$ cat src/assert_macros.svh
// Assertion macros shared by the plotter RTL.
// Depends on nothing; the checks are compiled out when SYNTHESIS is defined.
`ifndef ASSERT_MACROS_SVH
`define ASSERT_MACROS_SVH
`ifndef SYNTHESIS
// Overlapping implication checked on every rising clock edge outside reset.
`define ASSERT_IMPL(label, clk, rstn, ante, cons) \
    label: assert property (@(posedge clk) disable iff (!(rstn)) (ante) |-> (cons)) \
        else $error("assertion failed in %m");
// Implication whose consequent is checked in the cycle after the antecedent.
`define ASSERT_NEXT(label, clk, rstn, ante, cons) \
    label: assert property (@(posedge clk) disable iff (!(rstn)) (ante) |=> (cons)) \
        else $error("assertion failed in %m");
`else
`define ASSERT_IMPL(label, clk, rstn, ante, cons)
`define ASSERT_NEXT(label, clk, rstn, ante, cons)
`endif
`endif

$ cat src/wcp_pkg.sv
// Types, constants and helper functions for the waveform column plotter.
// Depends on nothing; used by the controller, the datapath and the top level.
`default_nettype none
package wcp_pkg;

    localparam logic [2:0] PAGE_LAST  = 3'd7;
    localparam logic [7:0] FILL_BYTE  = 8'hFF;
    localparam logic [7:0] BLANK_BYTE = 8'h00;
    localparam logic [7:0] ONE_BYTE   = 8'h01;

    typedef struct packed {
        logic capture;
        logic emit_run;
        logic emit_blank;
    } wcp_cmd_t;

    typedef struct packed {
        logic out_free;
        logic run_last;
        logic blank_last;
    } wcp_status_t;

    // Page 0 is the top of the display, height 0 the bottom row.
    function automatic logic [2:0] height_to_page(input logic [5:0] h);
        return PAGE_LAST - h[5:3];
    endfunction

    function automatic logic [2:0] height_to_bit(input logic [5:0] h);
        return PAGE_LAST - h[2:0];
    endfunction

endpackage
`default_nettype wire

$ cat src/wcp_datapath.sv
// Sample registers, page counter, byte generation and output register.
// Depends on wcp_pkg; driven by the commands of wcp_controller.
`default_nettype none
module wcp_datapath
    import wcp_pkg::*;
(
    input  wire logic        aclk,
    input  wire logic        aresetn,
    input  wire logic [6:0]  column,
    input  wire logic [5:0]  height,
    input  wire wcp_cmd_t    cmd,
    output wcp_status_t      status,
    output logic             m_tvalid,
    input  wire logic        m_tready,
    output logic [23:0]      m_tdata,
    output logic             m_tlast
);

    logic [6:0] col_reg;
    logic [2:0] cpage_reg, cbit_reg;
    logic [2:0] ppage_reg, pbit_reg;
    logic [7:0] pmask_reg;
    logic [2:0] pg_reg, lo_reg;
    logic       first_reg, down_reg, same_reg;
    logic       m_valid_reg, m_valid_next;
    logic [2:0] o_page_reg;
    logic [7:0] o_col_reg, o_pix_reg;
    logic       o_last_reg;

    logic [2:0] in_page, in_bit;
    logic [7:0] cmask, run_byte;

    assign in_page = height_to_page(height);
    assign in_bit  = height_to_bit(height);
    assign cmask   = ONE_BYTE << cbit_reg;

    always_comb begin
        if (same_reg) begin
            if (cbit_reg == pbit_reg) begin
                run_byte = cmask;
            end else if (cbit_reg > pbit_reg) begin
                run_byte = (cmask - pmask_reg) | cmask;
            end else begin
                run_byte = pmask_reg - cmask;
            end
        end else if (first_reg) begin
            run_byte = down_reg ? (pmask_reg - ONE_BYTE) : ((cmask << 1) - ONE_BYTE);
        end else if (pg_reg == lo_reg) begin
            // Shift by up to eight, so a previous bit of seven leaves zero.
            run_byte = down_reg ? (FILL_BYTE << cbit_reg)
                                : (FILL_BYTE << ({1'b0, pbit_reg} + 4'd1));
        end else begin
            run_byte = FILL_BYTE;
        end
    end

    assign status.out_free   = !m_valid_reg || m_tready;
    assign status.run_last   = (pg_reg == lo_reg);
    assign status.blank_last = (pg_reg == PAGE_LAST);

    always_comb begin
        if (cmd.emit_run || cmd.emit_blank) begin
            m_valid_next = 1'b1;
        end else if (m_tready) begin
            m_valid_next = 1'b0;
        end else begin
            m_valid_next = m_valid_reg;
        end
    end

    always_ff @(posedge aclk) begin
        if (!aresetn) begin
            m_valid_reg <= 1'b0;
            ppage_reg   <= 3'd0;
            pbit_reg    <= 3'd0;
            pmask_reg   <= 8'd0;
        end else begin
            m_valid_reg <= m_valid_next;
            if (cmd.emit_run && status.run_last) begin
                ppage_reg <= cpage_reg;
                pbit_reg  <= cbit_reg;
                pmask_reg <= cmask;
            end
        end
    end

    always_ff @(posedge aclk) begin
        if (cmd.capture) begin
            col_reg   <= column;
            cpage_reg <= in_page;
            cbit_reg  <= in_bit;
            first_reg <= 1'b1;
            down_reg  <= (ppage_reg > in_page);
            same_reg  <= (ppage_reg == in_page);
            pg_reg    <= (ppage_reg > in_page) ? ppage_reg : in_page;
            lo_reg    <= (ppage_reg > in_page) ? in_page : ppage_reg;
        end else if (cmd.emit_run) begin
            o_page_reg <= pg_reg;
            o_col_reg  <= {1'b0, col_reg};
            o_pix_reg  <= run_byte;
            o_last_reg <= 1'b0;
            first_reg  <= 1'b0;
            pg_reg     <= status.run_last ? 3'd0 : pg_reg - 3'd1;
        end else if (cmd.emit_blank) begin
            o_page_reg <= pg_reg;
            o_col_reg  <= {1'b0, col_reg} + 8'd1;
            o_pix_reg  <= BLANK_BYTE;
            o_last_reg <= status.blank_last;
            pg_reg     <= pg_reg + 3'd1;
        end
    end

    assign m_tvalid = m_valid_reg;
    assign m_tdata  = {5'd0, o_pix_reg, o_col_reg, o_page_reg};
    assign m_tlast  = o_last_reg;

endmodule
`default_nettype wire

$ cat src/wcp_controller.sv
// Sequencer for one sample: capture, run writes, then blanking writes.
// Depends on wcp_pkg; commands the wcp_datapath and reads its status.
`default_nettype none
module wcp_controller
    import wcp_pkg::*;
(
    input  wire logic        aclk,
    input  wire logic        aresetn,
    input  wire logic        s_tvalid,
    output logic             s_tready,
    input  wire wcp_status_t status,
    output wcp_cmd_t         cmd
);

    typedef enum logic [1:0] {
        ST_IDLE,
        ST_RUN,
        ST_BLANK
    } state_t;

    state_t state_reg, state_next;

    always_comb begin
        state_next     = state_reg;
        cmd.capture    = 1'b0;
        cmd.emit_run   = 1'b0;
        cmd.emit_blank = 1'b0;
        case (state_reg)
            ST_IDLE: begin
                if (s_tvalid) begin
                    cmd.capture = 1'b1;
                    state_next  = ST_RUN;
                end
            end
            ST_RUN: begin
                if (status.out_free) begin
                    cmd.emit_run = 1'b1;
                    if (status.run_last) begin
                        state_next = ST_BLANK;
                    end
                end
            end
            ST_BLANK: begin
                if (status.out_free) begin
                    cmd.emit_blank = 1'b1;
                    if (status.blank_last) begin
                        state_next = ST_IDLE;
                    end
                end
            end
            default: begin
                state_next = ST_IDLE;
            end
        endcase
    end

    always_ff @(posedge aclk) begin
        if (!aresetn) begin
            state_reg <= ST_IDLE;
        end else begin
            state_reg <= state_next;
        end
    end

    assign s_tready = (state_reg == ST_IDLE);

endmodule
`default_nettype wire

$ cat src/waveform_column_plotter.sv
// Waveform column plotter top level: controller plus datapath.
// Depends on wcp_pkg, wcp_controller, wcp_datapath and assert_macros.svh.
//
// Each accepted sample (column, height) produces the page-display byte writes that draw a
// vertical run in that column from the previous sample's pixel to the new one, followed by
// eight writes that blank the next column from page 0 to page 7; the last of those carries
// tlast. A sample gives between one and eight run writes, so 9 to 16 result transactions in
// all. One result is produced per cycle through the single output register while the output
// is not stalled by m_tready; the sample is first captured, and the next sample can be taken
// only once the last blanking write has been issued. A new sample is accepted while the final
// blanking write still waits in the output register. The previous page, bit
// and mask start at zero after reset, and byte arithmetic wraps modulo 256, so the first
// sample after reset joins from the top row of page 0 with an empty mask.
`default_nettype none
`include "assert_macros.svh"
module waveform_column_plotter
    import wcp_pkg::*;
(
    input  wire logic        aclk,
    input  wire logic        aresetn,
    input  wire logic        s_tvalid,
    output logic             s_tready,
    input  wire logic [15:0] s_tdata,   // column [6:0], height [12:7], zero fill above
    output logic             m_tvalid,
    input  wire logic        m_tready,
    output logic [23:0]      m_tdata,   // page [2:0], target_column [10:3], pixels [18:11]
    output logic             m_tlast
);

    wcp_cmd_t    cmd;
    wcp_status_t status;

    // The controller owns sequencing only; all payload lives in the datapath.
    wcp_controller u_ctrl (
        .aclk     (aclk),
        .aresetn  (aresetn),
        .s_tvalid (s_tvalid),
        .s_tready (s_tready),
        .status   (status),
        .cmd      (cmd)
    );

    wcp_datapath u_dp (
        .aclk     (aclk),
        .aresetn  (aresetn),
        .column   (s_tdata[6:0]),
        .height   (s_tdata[12:7]),
        .cmd      (cmd),
        .status   (status),
        .m_tvalid (m_tvalid),
        .m_tready (m_tready),
        .m_tdata  (m_tdata),
        .m_tlast  (m_tlast)
    );

    // When a sample is accepted, only the final blanking write may still be waiting.
    `ASSERT_IMPL(a_accept_only_after_last, aclk, aresetn,
        s_tvalid && s_tready && m_tvalid, m_tlast)
    // The closing write of a sample always blanks page 7 with an empty byte.
    `ASSERT_IMPL(a_last_is_page7_blank, aclk, aresetn,
        m_tvalid && m_tlast, (m_tdata[2:0] == PAGE_LAST) && (m_tdata[18:11] == BLANK_BYTE))
    // After an accepted sample the block is busy for at least the next cycle.
    `ASSERT_NEXT(a_busy_after_accept, aclk, aresetn, s_tvalid && s_tready, !s_tready)

endmodule
`default_nettype wire
$ cat config.mk
export PLATFORM = sky130hd
export DESIGN_NAME = waveform_column_plotter
export DESIGN_NICKNAME = d
export VERILOG_FILES = /design/src/wcp_pkg.sv /design/src/wcp_datapath.sv /design/src/wcp_controller.sv /design/src/waveform_column_plotter.sv
export VERILOG_INCLUDE_DIRS = /design/src /design/src/src
export SDC_FILE = /design/constraint.sdc
export NUM_CORES = 1
export LEC_CHECK = 0
export ABC_AREA = 1
export BUFFER_PORTS_ARGS = -buffer_cell sky130_fd_sc_hd__buf_2
export CORE_ASPECT_RATIO = 0.75
export CORE_MARGIN = 4
export CORE_UTILIZATION = 30
export CTS_CLUSTER_DIAMETER = 60
export CTS_CLUSTER_SIZE = 14
export DETAILED_ROUTE_END_ITERATION = 10
export GPL_TIMING_DRIVEN = 0
export PLACE_DENSITY = 0.51
export SLEW_MARGIN = 20
export SYNTH_ARGS = -nofsm -noshare
export SYNTH_HDL_FRONTEND = slang
export SYNTH_SLANG_ARGS = --single-unit
$ cat constraint.sdc
create_clock -name aclk -period 3.3 [get_ports aclk]
set_clock_uncertainty 0.2 [all_clocks]
set_input_delay 0.66 -clock aclk [delete_from_list [all_inputs] [get_ports aclk]]
set_output_delay 0.66 -clock aclk [all_outputs]
set_load 0.05 [all_outputs]
==> summary.txt, run 1 <==
Global route
  • Number of global-route vias before repair: around 3,300
  • All-layer global routing usage: about 14%
  • Initial antenna violation count: 0
  • M3 GR Usage: roughly 3.9%
  • M1 GR Usage: 21.3%
  • Remaining Overflow, GRT: 0
  • Most Used Layer, Global Route: met1
  • Met2 usage in global routing: 20.5%
  • Largest net degree at the start of global routing: 22
  • First-pass GRT wire length: around 17,000 µm

Finish
  • Final-layout fill cell count: about 1,400
  • Register area: ~1600 µm²
  • Share of layout cells above drive strength 1: 16.6%
  • Ant diodes: 0
  • Util after Layout: between 30 and 40%
  • Final instance area: about 4700 µm²
  • Multi-input logic area: around 2000 µm²
  • Nets: 609
  • Area grow syn2layout: 18.1%

Placed design
  • DP Area: 4410 µm²
  • Post-DP HPWL: a little under 8000 µm
  • Input/output buffers: 38
  • Setup WS pre-CTS: around 0.44 ns
  • Gp weighted congestion: about 0.90

Route
  • Final WL: 10,200 µm
  • DRC Markers: 0
  • DR vias/cell: 4.63
  • DRT iter0 DRCs: ~210
  • Vias: around 3,400
  • DRT antenna net count: 0
  • Drt wl/cell: between 10 and 15 µm
  • Initial DRT Pass Iterations: 5

Critical path
  • WP data arrival: about 2.8 ns
  • CP Class: reg2reg
  • CP endpoint kind: register
  • Worst setup SP type: register
  • CP max FO: 6
  • Worst EP required: roughly 3.2 ns

Floorplanning
  • Starting Density: a little under a third
  • Chip Height: between 100 and 150 µm
  • Die span in x: approximately 140 µm
  • Core region area: around 13,000 µm²
  • # IOs: 47
  • Die area: 15,200 µm²
  • Std cell rows: 36

Power
  • PwrDens: 734 nW/µm²
  • Sequential share of power: a little under a third
  • Leak: roughly 0.0022 µW
  • Worst IR drop on VDD: about 0.00034 V
  • Clock power frac: roughly 28%
  • Int Power: between 2000 and 2500 µW
  • Total power: between 3000 and 4000 µW
  • Switching share of power: a little over two fifths
  • Sw power: around 1500 µW
  • Combinational cell fraction of total power: 41.2%

STA
  • Rel. slew slack: 44.6%
  • Slack of the critical path: 0.394 ns
  • # setup viols final: 0
  • Peak Freq: approximately 340 MHz
  • Slew at the pin closest to its max-slew limit: 0.830 ns
  • RSZ-0062 raised after global routing: no
  • Tcrit/Tclk final: 88.1%
  • Final Hold Viols: 0
  • Fin Setup TNS: 0 ns
  • Pins Over Slew Limit: 0
  • Tmin final: 2.91 ns

Logic synthesis
  • Number of synthesized flops with an enable pin: 41
  • Prevailing post-synth register cell: edfxtp_1
  • Yosys warns: 0
  • Distinct cells, synth: 37
  • Synth Instances: between 500 and 600
  • Mean Syn Cell Area: ~7.9 µm²
  • Post-Syn Area: around 4000 µm²
  • Async SR Flop Fraction: 0%
  • Seq/Total Area, Yosys: between 30% and 40%
  • Yosys reg bits: 59

Clocking
  • Setup Buffers After CTS: 0
  • Clock Latency Late Sink: around 0.34 ns
  • Post-CTS Hold Buffers: 0
  • Clk Tree Root Cell: clkbuf_16
  • CTS buffer count: 9
  • Longest Clk Path Bufs: 2
  • H-tree levels: 3
  • Number of gates resized after CTS: 0
  • Num Clock Sinks: slightly below 60
  • CTS tree: built
  • Clk slew on worst S/H paths: 0.06 ns

Run
  • Max Cap Viol: 0

Min path
  • Worst hold path class: in2reg

Status
  • Status: finished clean
## final cells by class
| type | instances | share of cell area (%) |
|---|---|---|
| Buffer | 16 | 2.34 |
| Multi-Input combinational cell | 356 | 42.8 |
| Timing Repair Buffer | 38 | 4.04 |
| Clock buffer | 9 | 4.78 |
| Clock inverter | 7 | 1.62 |
| Sequential cell | 59 | 33.8 |
| Inverter | 76 | 6.06 |
| Tap cell | 171 | 4.54 |
## synthesized netlist by cell type (3+ instances only)
cell,instances,share of area [%]
edfxtp_1,41,31
nand2_1,117,11
dfxtp_1,18,9.0
nor2_2,3,0.47
nand4_1,5,0.78
a21oi_1,42,5.3
buf_4,8,1.5
nand2_2,5,0.78
buf_2,3,0.38
o211ai_1,4,0.75
o21bai_1,3,0.56
inv_2,9,0.85
o21ai_0,36,4.5
xor2_1,10,2.2
nand3_1,37,4.6
nand3_2,3,0.75
nor2_1,31,2.9
xnor2_1,6,1.3
inv_1,66,6.2
ha_1,31,9.7
## power groups by stage
stage                     Sequential (µW)  Combinational, µW  Clock (µW)
after floorplan                      1260                897           0
after global placement               1080               1400           0
after detailed placement             1090               1410           0
after CTS                            1070               1420         978
after global routing                 1090               1610        1020
final                                1070               1420         964
## metal layers
layer  part of all wire, %  vias to the layer above  routed length [µm]
met3                   6.2                       11                 632
met5                     0                        -                   0
met4                  0.91                        0                  93
met1                    53                     1560                5400
li1                      -                     1746                   -
met2                    40                       71                4120
## cell usage in the layout, fill, tap and decap left out, types with 3 or more instances in the layout
master	Yosys	final
nand2_1	117	117
inv_1	66	66
a21oi_1	42	42
buf_2	3	41
edfxtp_1	41	41
nand3_1	37	37
o21ai_0	36	36
nor2_1	31	31
ha_1	31	31
dfxtp_1	18	18
xor2_1	10	10
inv_2	9	9
clkbuf_16	0	9
buf_4	8	8
xnor2_1	6	6
nand2_2	5	5
nand4_1	5	5
conb_1	1	5
o211ai_1	4	4
nor2_2	3	3
nand3_2	3	3
o21bai_1	3	3
## kinds of logic (layout without fill, tap and decap cells)
family,count (synthesis),after routing,share of synthesized area [%]
and+or+nand+nor,209,209,23.2
AOI/OAI and AO/OA,93,93,12.6
buffers and inverters,92,146,9.92
DFF,59,59,39.9
adders and majority gates,33,33,10.7
xor gates and xnor gates,16,16,3.51
other,1,5,0.0940
## stage by stage
stage	hold slack (ns)	cells
floorplan	0.257	507
global placement	0.287	716
detailed placement	0.293	716
CTS	0.284	732
global route	0.283	732
finish	0.291	732
## path summary, 6_finish.rpt
kind	from	endpoint	slack, ns	cells after the start
worst max-delay path	u_dp.cbit_reg[0]$_DFFE_PP_	u_dp.o_pix_reg[6]$_SDFFCE_PN0P_	0.39	13
worst max register to register	u_dp.cbit_reg[0]$_DFFE_PP_	u_dp.o_pix_reg[6]$_SDFFCE_PN0P_	0.39	13
worst min register to register	u_dp.ppage_reg[2]$_SDFFE_PN0P_	u_dp.ppage_reg[2]$_SDFFE_PN0P_	0.30	2
worst min-delay path	s_tdata[5]	u_dp.col_reg[5]$_DFFE_PP_	0.29	1
## worst max-delay path, cell delays in order, from the launching register on
cell and delay (ns):
edfxtp_1 0.53, nor2_1 0.12, nand2_1 0.24, inv_1 0.13, ha_1 0.26, fa_1 0.42
nor2_1 0.12, nor2_1 0.07, nor2_1 0.13, nor2_1 0.06, nand2_1 0.05, nand3_1 0.08
a21oi_1 0.15, nor2_1 0.09
No activity file was read; power rests on OpenSTA's default activity.
==> run 2, diff against run 1 <==
Settings changed: PLACE_DENSITY 0.51 to 0.49.
==> run 2 against run 1 <==
  * Non-clock buffer count stayed put
  * Sequential power barely moved
  * Wire length shrank 0.36%
  * Global-route usage decreased by 0.19 points
==> summary.txt, run 2 (synthesis gave the netlist of run 1 again) <==
Clocking
  • Post-CTS Hold Buffers: 0
  • H-tree levels: 3
  • Longest Clk Path Bufs: 2
  • Clk slew on worst S/H paths: ~0.060 ns
  • Clk Tree Root Cell: clkbuf_16
  • CTS tree: built
  • Setup Buffers After CTS: 0
  • Num Clock Sinks: slightly below 60
  • Clock Latency Late Sink: between 0.3 and 0.4 ns
  • Number of gates resized after CTS: 0
  • CTS buffer count: 9

STA
  • Pins Over Slew Limit: 0
  • Fin Setup TNS: 0 ns
  • Rel. slew slack: 43.4%
  • Tmin final: 2.89 ns
  • # setup viols final: 0
  • Tcrit/Tclk final: between 80 and 90%
  • Final Hold Viols: 0
  • Slew at the pin closest to its max-slew limit: about 0.85 ns
  • Slack of the critical path: around 0.41 ns
  • Peak Freq: 346 MHz
  • RSZ-0062 raised after global routing: no

Global route
  • Number of global-route vias before repair: approximately 3,400
  • Most Used Layer, Global Route: met2
  • Largest net degree at the start of global routing: 22
  • First-pass GRT wire length: 17,000 µm
  • Initial antenna violation count: 0
  • M1 GR Usage: between 20% and 30%
  • Remaining Overflow, GRT: 0
  • All-layer global routing usage: between 10% and 20%
  • M3 GR Usage: around 3.6%
  • Met2 usage in global routing: 20.8%

Finish
  • Nets: between 600 and 700
  • Util after Layout: between 30% and 40%
  • Commonest non-fill, non-tap cell in the layout: nand2_1
  • Register area: about 1600 µm²
  • Commonest cells after routing, fill and taps aside: nand2_1, inv_1, a21oi_1
  • Final-layout fill cell count: between 1,000 and 1,500
  • Area grow syn2layout: 19.3%
  • Ant diodes: 0
  • Share of layout cells above drive strength 1: approximately 17%
  • Multi-input logic area: ~2000 µm²

Power
  • Sequential share of power: just under 30%
  • Sw power: about 1400 µW
  • Clock power frac: 30.7%
  • Worst IR drop on VDD: 0.000335 V
  • PwrDens: roughly 760 nW/µm²
  • Switching share of power: 40.0%
  • Int Power: about 2200 µW
  • Combinational cell fraction of total power: around two fifths
  • Leak: 0.00221 µW

Floorplanning
  • # IOs: 47
  • Core region area: between 10,000 and 15,000 µm²
  • Std cell rows: 36
  • Starting Density: 30.6%
  • Die span in x: around 140 µm
  • Die area: 15,200 µm²
  • Chip Height: 108 µm

Route
  • Initial DRT Pass Iterations: 5
  • Vias: roughly 3,400
  • DRT iter0 DRCs: 321
  • Drt wl/cell: around 14 µm
  • DR vias/cell: roughly 4.7
  • DRC Markers: 0
  • Final WL: a little over 10,000 µm
  • DRT antenna net count: 0

Status
  • Status: finished clean

Placed design
  • Gp weighted congestion: 0.867
  • Input/output buffers: 38
  • Post-DP HPWL: between 7000 and 8000 µm
  • Setup WS pre-CTS: about 0.46 ns

Critical path
  • Worst EP required: around 3.2 ns
  • Worst setup SP type: register
  • CP max FO: 6
  • WP data arrival: about 2.8 ns
  • CP endpoint kind: register
  • CP Class: reg2reg

Min path
  • Worst hold path class: reg2reg

Run
  • Max Cap Viol: 0
[run 2: layer usage]
metal,up-vias,wire (µm)
met5,-,0
met4,0,119
met3,11,585
met2,102,4150
met1,1567,5350
li1,1752,-
[run 2: stage by stage]
| step | cell area (µm²) | std cells | hold slack [ns] | total power, µW |
|---|---|---|---|---|
| after floorplan | 4000 | 507 | 0.257 | 2150 |
| after global placement | 4410 | 716 | 0.291 | 2480 |
| after detailed placement | 4410 | 716 | 0.297 | 2500 |
| after CTS | 4760 | 732 | 0.291 | 3620 |
| after global routing | 4760 | 732 | 0.288 | 3850 |
| final | 4760 | 732 | 0.301 | 3600 |
[run 2: layout make-up]
cell class | instances | share of cell area (%)
tap | 171 | 4.50
timing repair buffer | 38 | 4.00
clock buffer | 9 | 4.74
buffer | 16 | 2.32
multi-input combinational | 356 | 42.4
sequential | 59 | 33.5
inverter | 76 | 6.00
clock inverter | 7 | 2.60
[run 2: final timing paths]
kind                                                      from  slack (ns)  cells after the start                               to
worst max-delay path                u_dp.cbit_reg[0]$_DFFE_PP_        0.41                     13  u_dp.o_pix_reg[6]$_SDFFCE_PN0P_
worst min-delay path            u_dp.pmask_reg[7]$_SDFFE_PN0P_        0.30                      2   u_dp.pmask_reg[7]$_SDFFE_PN0P_
worst max register to register      u_dp.cbit_reg[0]$_DFFE_PP_        0.41                     13  u_dp.o_pix_reg[6]$_SDFFCE_PN0P_
worst min register to register  u_dp.pmask_reg[7]$_SDFFE_PN0P_        0.30                      2   u_dp.pmask_reg[7]$_SDFFE_PN0P_
[run 2: critical path, cell delays in order (launching register included)]
cell	delay, ns
edfxtp_1	0.51
nor2_1	0.11
nand2_1	0.24
inv_1	0.13
ha_1	0.26
fa_1	0.42
nor2_1	0.12
nor2_1	0.07
nor2_1	0.12
nor2_1	0.05
nand2_1	0.05
nand3_1	0.07
a21oi_1	0.19
nor2_1	0.09
[run 2: power by group through the flow]
stage	logic (µW)	registers, µW	clock network (µW)
2_1_floorplan	897	1260	0
3_3_place_gp	1400	1080	0
3_5_place_dp	1410	1090	0
4_1_cts	1420	1070	1130
5_1_grt	1600	1090	1160
6_report	1420	1070	1100
==> run 3, diff against run 2 <==
==> constraint.sdc (replaced) <==
create_clock -name aclk -period 3.3 [get_ports aclk]
set_clock_uncertainty 0.2 [all_clocks]
set_input_delay 0.165 -clock aclk [delete_from_list [all_inputs] [get_ports aclk]]
set_output_delay 0.165 -clock aclk [all_outputs]
set_load 0.05 [all_outputs]
==> run 3 against run 2 <==
  * Clock-buffer cell count did not move
  * Clock power barely moved
  * Critical path depth did not move
  * Global-route usage rose by 0.22 points
  * Final cell count rose by 1.9%
  * Via count rose by 2.4%
  * Total power rose by 0.23%
  * Hold slack got worse by 0.27 ns
  * Non-clock buffer count rose by 14
  * Sequential power barely moved
  * Critical endpoint unchanged
  * Core utilization rose by 1.1 points
==> summary.txt, run 3 (synthesis gave the netlist of run 1 again) <==
Status
  • Status: finished clean

STA
  • Tmin final: approximately 2.9 ns
  • Pins Over Slew Limit: 0
  • Tcrit/Tclk final: 87.9%
  • Final Hold Viols: 0
  • Slack of the critical path: 0.398 ns
  • Slew at the pin closest to its max-slew limit: 0.861 ns
  • # setup viols final: 0
  • Peak Freq: 345 MHz
  • Fin Setup TNS: 0 ns
  • RSZ-0062 raised after global routing: no
  • Rel. slew slack: a little over two fifths

Global route
  • Largest net degree at the start of global routing: 22
  • Initial antenna violation count: 0
  • Number of global-route vias before repair: ~3,400
  • First-pass GRT wire length: roughly 17,000 µm
  • All-layer global routing usage: 14.3%
  • Remaining Overflow, GRT: 0

Critical path
  • CP max FO: 6
  • Worst EP required: ~3.2 ns
  • CP cell instances: nor2_1 > nand2_1 > inv_1 > ha_1 > fa_1 > nor2_1 > nor2_1 > nor2_1 > nor2_1 > nand2_1 > nand3_1 > a21oi_1 > nor2_1
  • Worst setup SP type: register
  • CP max stage delay: around 0.51 ns
  • CP endpoint kind: register
  • Buf+Inv Stages, Crit Path: 1
  • CP Class: reg2reg
  • WP data arrival: 2.77 ns
  • Slowest stage cell on the critical path: edfxtp_1
  • CP top delay family: simple AND/OR/NAND/NOR gates
  • Most used cell, CP: nor2_1

Finish
  • Final-layout fill cell count: roughly 1,300
  • Ant diodes: 0
  • Commonest non-fill, non-tap cell in the layout: nand2_1
  • Final instance area: 4900 µm²
  • Nets: 623
  • Commonest cells after routing, fill and taps aside: nand2_1, inv_1, a21oi_1
  • Share of layout cells above drive strength 1: ~16%
  • Area grow syn2layout: 22.8%

Run
  • Max Cap Viol: 0

Power
  • PwrDens: approximately 740 nW/µm²
  • Leak: 0.00227 µW
  • Worst IR drop on VDD: approximately 0.00034 V

Clocking
  • Clock Latency Late Sink: roughly 0.33 ns
  • Num Clock Sinks: between 50 and 60
  • CTS tree: built
  • Clk slew on worst S/H paths: about 0.06 ns
  • Setup Buffers After CTS: 0
  • Clk Tree Root Cell: clkbuf_16
  • CTS buffer count: 9
  • Longest Clk Path Bufs: 2
  • H-tree levels: 3

Route
  • Initial DRT Pass Iterations: 5
  • DR vias/cell: 4.71
  • Final WL: slightly above 10,000 µm
  • Drt wl/cell: around 14 µm
  • DRT antenna net count: 0
  • Vias: between 3,000 and 4,000
  • DRT iter0 DRCs: about 260
  • DRC Markers: 0

Placed design
  • Post-DP HPWL: roughly 8000 µm
  • Setup WS pre-CTS: roughly 0.46 ns
  • Gp weighted congestion: about 0.87
  • Input/output buffers: 38
  • DP Area: 4410 µm²

Floorplanning
  • Std cell rows: 36
  • Die area: roughly 15,000 µm²
  • Core region area: roughly 13,000 µm²
  • # IOs: between 40 and 50
  • Chip Height: between 100 and 150 µm
  • Starting Density: between 30% and 40%
  • Die span in x: 141 µm

Min path
  • Worst hold path class: in2reg
==> run 3: timing repair <==
action | 4_1_cts | 5_1_grt
gates resized for setup | 0 | 0
setup endpoints to repair | 0 | 0
hold buffers | 14 | 0
hold endpoints to repair | 15 | 0
==> run 3: final timing paths <==
kind | from | endpoint | slack (ns) | cells after the start
worst max-delay path | u_dp.cbit_reg[0]$_DFFE_PP_ | u_dp.o_pix_reg[6]$_SDFFCE_PN0P_ | 0.40 | 13
worst min-delay path | m_tready | u_ctrl.state_reg[0]$_SDFFE_PN0P_ | 0.04 | 4
worst max register to register | u_dp.cbit_reg[0]$_DFFE_PP_ | u_dp.o_pix_reg[6]$_SDFFCE_PN0P_ | 0.40 | 13
worst min register to register | u_dp.pmask_reg[7]$_SDFFE_PN0P_ | u_dp.pmask_reg[7]$_SDFFE_PN0P_ | 0.30 | 2
==> run 3: layout make-up <==
class / instances / area (µm²) / share of cell area [%]
buffer: 16 / 110 / 2.25
clock buffer: 9 / 225 / 4.60
clock inverter: 7 / 124 / 2.53
inverter: 76 / 285 / 5.83
multi-input combinational: 356 / 2020 / 41.2
sequential: 59 / 1590 / 32.5
tap: 171 / 214 / 4.37
timing repair buffer: 52 / 330 / 6.75
==> run 3: power by group <==
group / switching, µW / internal [µW] / total [µW]
clock network: 358 / 743 / 1100
registers: 90.8 / 979 / 1070
logic: 988 / 446 / 1430
total: 1440 / 2170 / 3600
==> run 3: per-layer routing <==
metal  track usage (%)  vias up  wire [µm]
met5                 0        -          0
met4              3.73        0        131
met3              3.55       11        624
met2              21.4      122       4310
met1              20.5     1600       5300
li1                  -     1782          -
==> run 3: per-stage QoR <==
stage	hold WS, ns	std cells	power [µW]	util, %
after floorplan	0.0639	507	2150	-
after global placement	0.147	716	2480	33.9
after detailed placement	0.146	716	2500	33.9
after CTS	0.0248	746	3630	37.6
after global routing	0.0453	746	3860	37.6
final	0.0358	746	3600	37.6
==> run 3: tightest hold or removal path, cell delays in order <==
cell and delay (ns):
buf_2 0.11, nor2_4 0.05, o21bai_1 0.13, a21oi_1 0.06
